==> src/sv/pru_pkg.sv <==
// Shared constants, register indexes and the command type of the pixel replication upscaler.
package pru_pkg;

    localparam int MAX_WIDTH   = 1024;
    localparam int MAX_SCALE   = 16;
    localparam int PIX_W       = 24;
    localparam int COL_W       = $clog2(MAX_WIDTH);
    localparam int WIDTH_W     = 11;
    localparam int SCALE_W     = 5;
    localparam int ROW_W       = 16;
    localparam int CNT_W       = $clog2(MAX_SCALE);
    localparam int PAD_W       = 2;
    localparam int CFG_IDX_W   = 2;
    localparam int CFG_DATA_W  = 16;
    localparam int QUEUE_DEPTH = 4;
    localparam int QPTR_W      = $clog2(QUEUE_DEPTH);

    // Configuration register indexes.
    typedef enum logic [CFG_IDX_W-1:0] {
        CFG_SCALE     = 2'd0,
        CFG_ROW_WIDTH = 2'd1,
        CFG_ROW_COUNT = 2'd2
    } cfg_index_t;

    // Input action codes.
    localparam logic ACT_PIXEL = 1'b0;
    localparam logic ACT_TICK  = 1'b1;

    // One classified command: emit copy_m1+1 copies of pixel.
    typedef struct packed {
        logic [PIX_W-1:0] pixel;
        logic [CNT_W-1:0] copy_m1;
        logic             row_end;
        logic             image_end;
        logic             rejected;
        logic [PAD_W-1:0] pad;
    } cmd_t;

endpackage

==> src/sv/pru_back.sv <==
// Copy engine: expands each command into the output register, one copy per cycle while pop allows.
module pru_back
    import pru_pkg::*;
(
    input  logic             clk,
    input  logic             rst_n,
    input  logic             cmd_valid,
    input  cmd_t             cmd,
    output logic             cmd_pop,
    output logic             empty,
    input  logic             pop,
    output logic [PIX_W-1:0] out_pixel,
    output logic [PAD_W-1:0] pad_bytes,
    output logic             row_end,
    output logic             image_end,
    output logic             rejected,
    output logic             last
);

    logic [CNT_W-1:0] copy_reg, copy_next;
    logic             out_valid_reg, out_valid_next;
    logic [PIX_W-1:0] out_pixel_reg;
    logic [PAD_W-1:0] pad_bytes_reg;
    logic             row_end_reg;
    logic             image_end_reg;
    logic             rejected_reg;
    logic             last_reg;
    logic             advance;
    logic             fin;

    // A new copy is made whenever the output register is free or being drained.
    assign advance = cmd_valid && (!out_valid_reg || pop);
    assign fin     = copy_reg == cmd.copy_m1;
    assign cmd_pop = advance && fin;

    always_comb
    begin
        copy_next = copy_reg;
        if (advance)
            copy_next = fin ? '0 : copy_reg + CNT_W'(1);

        if (advance)
            out_valid_next = 1'b1;
        else if (pop)
            out_valid_next = 1'b0;
        else
            out_valid_next = out_valid_reg;
    end

    always_ff @(posedge clk or negedge rst_n)
    begin
        if (!rst_n)
        begin
            copy_reg      <= '0;
            out_valid_reg <= 1'b0;
        end
        else
        begin
            copy_reg      <= copy_next;
            out_valid_reg <= out_valid_next;
        end
    end

    // Output register; end marks go on the final copy only.
    always_ff @(posedge clk)
    begin
        if (advance)
        begin
            out_pixel_reg <= cmd.pixel;
            pad_bytes_reg <= fin ? cmd.pad : '0;
            row_end_reg   <= fin && cmd.row_end;
            image_end_reg <= fin && cmd.image_end;
            rejected_reg  <= cmd.rejected;
            last_reg      <= fin;
        end
    end

    assign empty     = !out_valid_reg;
    assign out_pixel = out_pixel_reg;
    assign pad_bytes = pad_bytes_reg;
    assign row_end   = row_end_reg;
    assign image_end = image_end_reg;
    assign rejected  = rejected_reg;
    assign last      = last_reg;

endmodule

==> config.mk <==
export PLATFORM = sky130hd
export DESIGN_NAME = pru_back
export DESIGN_NICKNAME = d
export VERILOG_FILES = /design/src/sv/pru_pkg.sv /design/src/sv/pru_back.sv
export SDC_FILE = /design/constraint.sdc
export NUM_CORES = 1
export LEC_CHECK = 0
export BUFFER_PORTS_ARGS = -buffer_cell sky130_fd_sc_hd__buf_2
export CAP_MARGIN = 20
export CORE_UTILIZATION = 38
export DETAILED_ROUTE_END_ITERATION = 10
export MAX_ROUTING_LAYER = met4
export PLACE_DENSITY = 0.73
export SKIP_CTS_REPAIR_TIMING = 1
export SYNTH_ARGS = -nofsm -noshare
export SYNTH_HDL_FRONTEND = slang
export SYNTH_SLANG_ARGS = --single-unit
==> constraint.sdc <==
create_clock -name clk -period 1.6 [get_ports clk]
set_input_delay 0 -clock clk [delete_from_list [all_inputs] [get_ports clk]]
set_output_delay 0 -clock clk [all_outputs]
set_load 0.01 [all_outputs]
==> results.toml <==
[timing]
setup_tns_ps = -61.7
rsz0062_at_grt = "true"
max_freq_mhz = 602
clock_skew_ps = 2.42
fin_crit_sh_pct = 104
post-route-worst-setup-slack_ps = -61.7
min_period_ps = 1660
drv_slew = 0
setup_viol = 1
hold_viol_final = 0
maxSlewHeadroom_pct = 76.8
holdWs_ps = 183
tightest_slew_ps = 345

[route]
vias = 969
top_layer_used = "met4"
wl_per_cell_microns = 13.4
wl_met2_microns = 1460
dr_wl_met3_microns = 273
initialDrtViolationCount = 27
drc = 0
postRouteAntennaNets = 0
first_pass_iters = 3
wl_met1_microns = 1200
wirelength_microns = 2960
viasPerCell = 4.38

[synth]
yosysMostFrequentCell = "edfxtp_1"
yosys_warnings = 0
ys.flop_type = "edfxtp_1"
async_flop_share_pct = 14.3
synthesis.nets = 102
syn_inst = 64
syn_avg_cell_area_sq_um = 19.2
synth_area_leaders = "edfxtp_1, dfrtp_1, xor2_1"
synth_cell_types = 14
synth-seq-cells = 35
synth_edf_count = 30
synth_common_cells = "edfxtp_1, dfrtp_1, nand2b_1"
syn_area_sq_mm = 0.00123
synth_top_area_share_pct = 73.2
ys_seq_area_share_pct = 83.4
yosysTopAreaCell = "edfxtp_1"

[clock_network]
clockBufferDepth = 2
tritoncts = "done"
root_buffer = "clkbuf_4"
htree_num_levels = 2
numCtsBuffers = 5
clkLatencyLatePin_ps = 320
numClockSinks = 35
path_clk_slew_ps = 100

[global_route]
grt_util_all_layers_pct = 13.5
grt_max_degree = 22
grt_pass1_vias = 762
grt_pass1_wl_microns = 3240
antenna_found_initial = 0
overflow = 0

[die]
fp-row-count = 20
die_w_microns = 58.9
die_h_microns = 58.9
die-area_sq_mm = 0.00347
core_area_sq_mm = 0.00305
start_util_pct = 40.3
ios = 69

[placement]
dpl.cell_count = 179
hpwl_microns = 1720
port_buffers = 68
gp_congestion = 0.626

[final_layout]
drive_gt1_share_pct = 49.7
antennaDiodeCount = 0
finalNetCount = 215
largest_reg_flops = 24
n_fill_cell = 236
stdcell_count = 221
flow.area_growth_from_synthesis_pct = 69.4

[worst_setup_path]
worstSetupPathType = "register to primary output"
crit_chain = "xor2_2 -> nor4_4 -> and2_4 -> buf_6"
cp_slowest_cell = "dfrtp_2"
cp.required_ps = 1600
crit_fanout = 6
cp-end-kind = "primary output"
cp-start-kind = "register"
slowest_delay_ps = 450
worstPathArrival_ps = 1660

[run_status]
status = "complete, but fails checks"
violations = "setup timing"

[power_and_ir_drop]
leakagePower_nw = 0.907
power_density_mw_per_mm2 = 983
power.total_mw = 2.05
ir_drop_v = 0.000610

[flow_run]
cap_violations = 0

[worst_hold_path]
hold_path.class = "input port to register"
-- power by group --
part / total, mW / switching, mW / internal [mW]
clock network: 0.419 / 0.264 / 0.156
logic: 0.463 / 0.204 / 0.259
registers: 1.17 / 0.0660 / 1.10
total: 2.05 / 0.534 / 1.51
-- cell type report --
cell class,instances,area (sq um),area share [%]
inverter,2,11.3,0.541
clock buffer,5,37.5,1.80
tap,44,55.1,2.64
clock inverter,2,8.76,0.420
multi-input combinational,27,209,10.0
sequential,35,1030,49.3
timing repair buffer,106,734,35.3
-- path summary, 6_finish.rpt --
path / startpoint / end / slack [ps] / depth (start not counted)
worst max-delay path: copy_reg[2] / cmd_pop / -60 / 4
worst min-delay path: pop / copy_reg[1] / 180 / 5
worst max register to register: copy_reg[2] / pad_bytes[1] / 40 / 5
worst min register to register: copy_reg[1] / copy_reg[1] / 560 / 2
max in group asynchronous: rst_n / copy_reg[2] / 800 / 3
min in group asynchronous: rst_n / copy_reg[0] / 590 / 3
-- cell usage in the layout, fill, tap and decap left out, types with 2 or more instances in the layout --
cell type	netlist	routed
and2_4	0	4
buf_2	0	67
buf_4	0	2
buf_6	0	3
clkbuf_4	0	5
dfrtp_1	5	4
dlygate4sd3_1	0	33
edfxtp_1	30	30
nand2_1	4	4
nand2b_1	5	5
o21ai_0	2	2
o21ai_1	2	2
o2bb2ai_1	2	2
xor2_1	4	3
-- per-layer routing --
metal | up-vias | global-route usage, %
met2 | 59 | 22.7
met3 | 4 | 5.71
li1 | 459 | -
met4 | 0 | 5.10
met1 | 447 | 14.1
met5 | - | -
-- logic make-up after synthesis --
group | synth area share (%)
simple gates | 9.05
compound gates | 3.05
fa+ha+maj | 1.02
buf+inv | 0.611
flops | 83.4
xor+xnor | 2.85
-- through the flow --
step	setup WS, ps	cell area [sq um]	util (%)
final	-61.7	2080	68.2
after global routing	-139	2080	68.2
after CTS	-128	1710	56.0
after detailed placement	143	1660	54.5
after global placement	175	1660	54.5
after floorplan	156	1230	-
-- critical path, delay by kind of cell, from the launching register on --
| family | cells | cell delay (ps) |
|---|---|---|
| xor+xnor | 1 | 200 |
| flops | 1 | 450 |
| simple gates | 2 | 610 |
| buf+inv | 1 | 90 |
Power figures use the tool's default switching activity.
