$ cat config.mk
export PLATFORM = sky130hd
export DESIGN_NAME = pru_cmd_fifo
export DESIGN_NICKNAME = d
export VERILOG_FILES = /design/src/sv/pru_pkg.sv /design/src/sv/pru_cmd_fifo.sv
export SDC_FILE = /design/constraint.sdc
export NUM_CORES = 1
export LEC_CHECK = 0
export BUFFER_PORTS_ARGS = -buffer_cell sky130_fd_sc_hd__buf_2
export CORE_MARGIN = 2
export CORE_UTILIZATION = 55
export DETAILED_ROUTE_END_ITERATION = 12
export PLACE_DENSITY = 0.77
export SLEW_MARGIN = 0
export SYNTH_ARGS = -nofsm -noshare
export SYNTH_HDL_FRONTEND = slang
export SYNTH_SLANG_ARGS = --single-unit
export TNS_END_PERCENT = 5
$ cat constraint.sdc
create_clock -name clk -period 2.5 [get_ports clk]
set_input_delay 0.5 -clock clk [delete_from_list [all_inputs] [get_ports clk]]
set_output_delay 0.5 -clock clk [all_outputs]
set_load 0.02 [all_outputs]
$ cat src/sv/pru_pkg.sv
// Shared constants, register indexes and the command type of the pixel replication upscaler.
package pru_pkg;

    localparam int MAX_WIDTH   = 1024;
    localparam int MAX_SCALE   = 16;
    localparam int PIX_W       = 24;
    localparam int COL_W       = $clog2(MAX_WIDTH);
    localparam int WIDTH_W     = 11;
    localparam int SCALE_W     = 5;
    localparam int ROW_W       = 16;
    localparam int CNT_W       = $clog2(MAX_SCALE);
    localparam int PAD_W       = 2;
    localparam int CFG_IDX_W   = 2;
    localparam int CFG_DATA_W  = 16;
    localparam int QUEUE_DEPTH = 4;
    localparam int QPTR_W      = $clog2(QUEUE_DEPTH);

    // Configuration register indexes.
    typedef enum logic [CFG_IDX_W-1:0] {
        CFG_SCALE     = 2'd0,
        CFG_ROW_WIDTH = 2'd1,
        CFG_ROW_COUNT = 2'd2
    } cfg_index_t;

    // Input action codes.
    localparam logic ACT_PIXEL = 1'b0;
    localparam logic ACT_TICK  = 1'b1;

    // One classified command: emit copy_m1+1 copies of pixel.
    typedef struct packed {
        logic [PIX_W-1:0] pixel;
        logic [CNT_W-1:0] copy_m1;
        logic             row_end;
        logic             image_end;
        logic             rejected;
        logic [PAD_W-1:0] pad;
    } cmd_t;

endpackage

$ cat src/sv/pru_cmd_fifo.sv
// Short command queue between the front end and the copy engine.
module pru_cmd_fifo
    import pru_pkg::*;
(
    input  logic clk,
    input  logic rst_n,
    input  logic wr_valid,
    output logic wr_ready,
    input  cmd_t wr_cmd,
    output logic rd_valid,
    output cmd_t rd_cmd,
    input  logic rd_pop
);

    localparam int COUNT_W = $clog2(QUEUE_DEPTH + 1);

    cmd_t               slots [QUEUE_DEPTH];
    logic [QPTR_W-1:0]  wr_ptr_reg, wr_ptr_next;
    logic [QPTR_W-1:0]  rd_ptr_reg, rd_ptr_next;
    logic [COUNT_W-1:0] count_reg, count_next;
    logic               do_wr;
    logic               do_rd;

    assign wr_ready = count_reg != COUNT_W'(QUEUE_DEPTH);
    assign rd_valid = count_reg != '0;
    assign rd_cmd   = slots[rd_ptr_reg];
    assign do_wr    = wr_valid && wr_ready;
    assign do_rd    = rd_pop && rd_valid;

    // Pointer and occupancy update.
    always_comb
    begin
        wr_ptr_next = do_wr ? wr_ptr_reg + QPTR_W'(1) : wr_ptr_reg;
        rd_ptr_next = do_rd ? rd_ptr_reg + QPTR_W'(1) : rd_ptr_reg;
        count_next  = count_reg;
        if (do_wr && !do_rd)
            count_next = count_reg + COUNT_W'(1);
        else if (do_rd && !do_wr)
            count_next = count_reg - COUNT_W'(1);
    end

    always_ff @(posedge clk or negedge rst_n)
    begin
        if (!rst_n)
        begin
            wr_ptr_reg <= '0;
            rd_ptr_reg <= '0;
            count_reg  <= '0;
        end
        else
        begin
            wr_ptr_reg <= wr_ptr_next;
            rd_ptr_reg <= rd_ptr_next;
            count_reg  <= count_next;
        end
    end

    // Slot storage.
    always_ff @(posedge clk)
    begin
        if (do_wr)
            slots[wr_ptr_reg] <= wr_cmd;
    end

endmodule

==> results.ini <==
[cells_and_area]
num_antenna_cells = 0
area_growth_pct = 21.8
stdcell_area_um2 = 6360
fillCellCount = 563
stdcell_count = 443
largest_register_ffs = 132
layout-drive-gt1-share_pct = 47.5
mostFrequentLayoutCells = edfxtp_1, buf_2, mux4_2, clkbuf_16, buf_12
layout_commonest_cell = edfxtp_1
fin_nets = 344

[run_status]
outcome = finished clean

[synthesis]
synth_edf_count = 132
synthTopCellsByArea = edfxtp_1, mux4_2, dfrtp_1
synth_top_area_cell = edfxtp_1
ys_seq_elements = 139
syn_area_per_cell_um2 = 25.1
synth.distinct_cells = 19
syn_area_um2 = 5220
synth_top_area_share_pct = 75.9
syn_nets = 251
yosysWarnings = 0
synth-seq-area-share_pct = 79.2
synth_flop_cell = edfxtp_1
synthCells = 208
ys_async_sr_fraction_pct = 5.04

[floorplan]
die-area_um2 = 10300
start_util_pct = 56.5
num_rows = 35
num_io_pins = 72
die_x_um = 101
die_h_um = 101
core-area_um2 = 9240

[placed_design]
postPlaceCellArea_um2 = 5790
numPortBuffers = 71
dp_cells = 408
place_congestion = 0.656
hpwl_um = 5320
preCtsSetupSlack_ps = 391

[critical_path]
worst_setup_path_end_kind = output pin
crit_path_max_fanout = 13
critPathLaunchType = flip-flop
cp_num_buf_inv = 2
timing.rr.start = count_reg[1]
worstSetupPathType = flip-flop to output pin
timing.rr.end = count_reg[2]
cpLargestDelayFamily = multiplexers
rr_worst_depth = 8
required_ps = 2000
r2r_slack_ps = 400
crit_path_top_delay_cell = mux4_2
crit_chain = buf_6 > mux4_2 > buf_2
max_stage_delay_ps = 550
crit_arrival_ps = 1890

[clocking]
clockRootBuffer = clkbuf_8
tritoncts = done
htreeDepth = 4
cts.sinks = 139
cts_buffers = 17
insertion_delay_ps = 510
ctsLongestPathBuffers = 2
cts.reportedPaths.clkPinSlew_ps = 60

[drt]
routedWlPerCell_um = 19.2
finalWirelength_um = 8530
dr.pass1.iters = 4
met2_length_um = 4550
vias = 2370
routed-wl-met3_um = 369
drt-initial-drc-count = 95
wl_met1_um = 3550
detail-route-antenna-nets = 0
vias_per_cell = 5.35
highest_layer = met4
drc = 0

[power_and_ir_drop]
internal_power_w = 0.00552
p_total_w = 0.00800
pwr-share-clk_pct = 27.9
pwr-share-comb_pct = 31.3
ir_drop_mv = 0.768
leakagePower_nw = 2.24
swShare_pct = 31.0
p_per_area_nw_per_um2 = 1260
p_switching_w = 0.00248
p_seq_share_pct = 40.8

[grt]
track_usage_pct = 18.1
antenna_found_initial = 0
grt_start_max_net_pins = 25
grt_pass1_wl_um = 13100
grt_pass1_vias = 2518
grt_overflow = 0

[sta]
hold_viol = 0
clock_skew_ps = 10.0
fin_tns_setup_ps = 0
rsz0062_at_grt = no
setup_viol = 0
tightest_slew_ps = 383
finalCritPeriodShare_pct = 95.6
clock.fmax_mhz = 418
setup_ws_ps = 110
drv_slew = 0
relSlewSlack_pct = 74.4
fin_crit_ps = 2390

[min_path]
min_from = wr_cmd[4]
min_path_type = primary input to flip-flop
worst_hold_path.num_cells = 1
min_to = slots[3][4]

[flow_run]
max_cap_viol_count = 0

[cell families (layout without fill, tap and decap cells)]
| group | Yosys count | count (layout) | share of synthesized area, % |
|---|---|---|---|
| AND/OR/NAND/NOR | 10 | 10 | 0.982 |
| flip-flops | 139 | 139 | 79.2 |
| multiplexers | 35 | 35 | 15.0 |
| XOR/XNOR | 6 | 6 | 1.01 |
| adder cells (fa/ha/maj) | 6 | 6 | 1.58 |
| buffers and inverters | 11 | 117 | 1.96 |
| AO/OA/AOI/OAI | 1 | 1 | 0.216 |
[cells in the mapped netlist (2+ instances only)]
master    number
and2_1         4
buf_12         3
buf_2          4
dfrtp_1        7
edfxtp_1     132
ha_1           5
inv_1          3
mux2_2         2
mux4_1         5
mux4_2        28
nand2_1        2
nor2_1         2
xnor2_1        4
xor2_1         2
[power by group through the flow]
stage,clock (W),sequential (W),combinational [W]
2_1_floorplan,0,0.00324,0.00184
3_3_place_gp,0,0.00329,0.00247
3_5_place_dp,0,0.00333,0.00250
4_1_cts,0.00227,0.00327,0.00256
5_1_grt,0.00238,0.00331,0.00270
6_report,0.00223,0.00326,0.00250
[area by class of cell]
class	count	area, µm²	area share [%]
well taps	129	161	2.54
flip-flops and latches	139	4140	65.1
repair buffers	82	519	8.16
inverters	3	11.3	0.177
multi-input cells	58	987	15.5
clock buffers	17	414	6.51
clock inverters	15	128	2.01
[per-stage QoR]
stage          util [%]  hold WS (ps)
4_1_cts            68.9           181
5_1_grt            68.9           178
3_3_place_gp       62.7           347
2_1_floorplan         -           204
3_5_place_dp       62.7           346
6_report           68.9           199
[worst max path at each step]
| stage | startpoint | end | slack [ps] | cells past startpoint |
|---|---|---|---|---|
| after floorplan | count_reg[1] | count_reg[2] | 390 | 8 |
| after global placement | rd_ptr_reg[0] | rd_cmd[14] | 440 | 3 |
| after detailed placement | wr_valid | count_reg[2] | 390 | 8 |
| after CTS | rd_ptr_reg[0] | rd_cmd[14] | 60 | 3 |
| after global routing | rd_ptr_reg[0] | rd_cmd[14] | 10 | 3 |
| final | rd_ptr_reg[0] | rd_cmd[14] | 110 | 3 |
[what timing repair did]
item	CTS	global route
gates resized for setup	1	0
hold endpoints to repair	7	0
setup buffers	2	0
hold buffers	1	0
endpoints found under the setup margin	11	0
[metal layers]
layer / track usage [%] / up-vias
met4: 6.76 / 0
met3: 6.35 / 4
met5: 0 / -
met1: 21.5 / 1228
met2: 31.0 / 68
li1: - / 1070
Power figures use the tool's default switching activity.
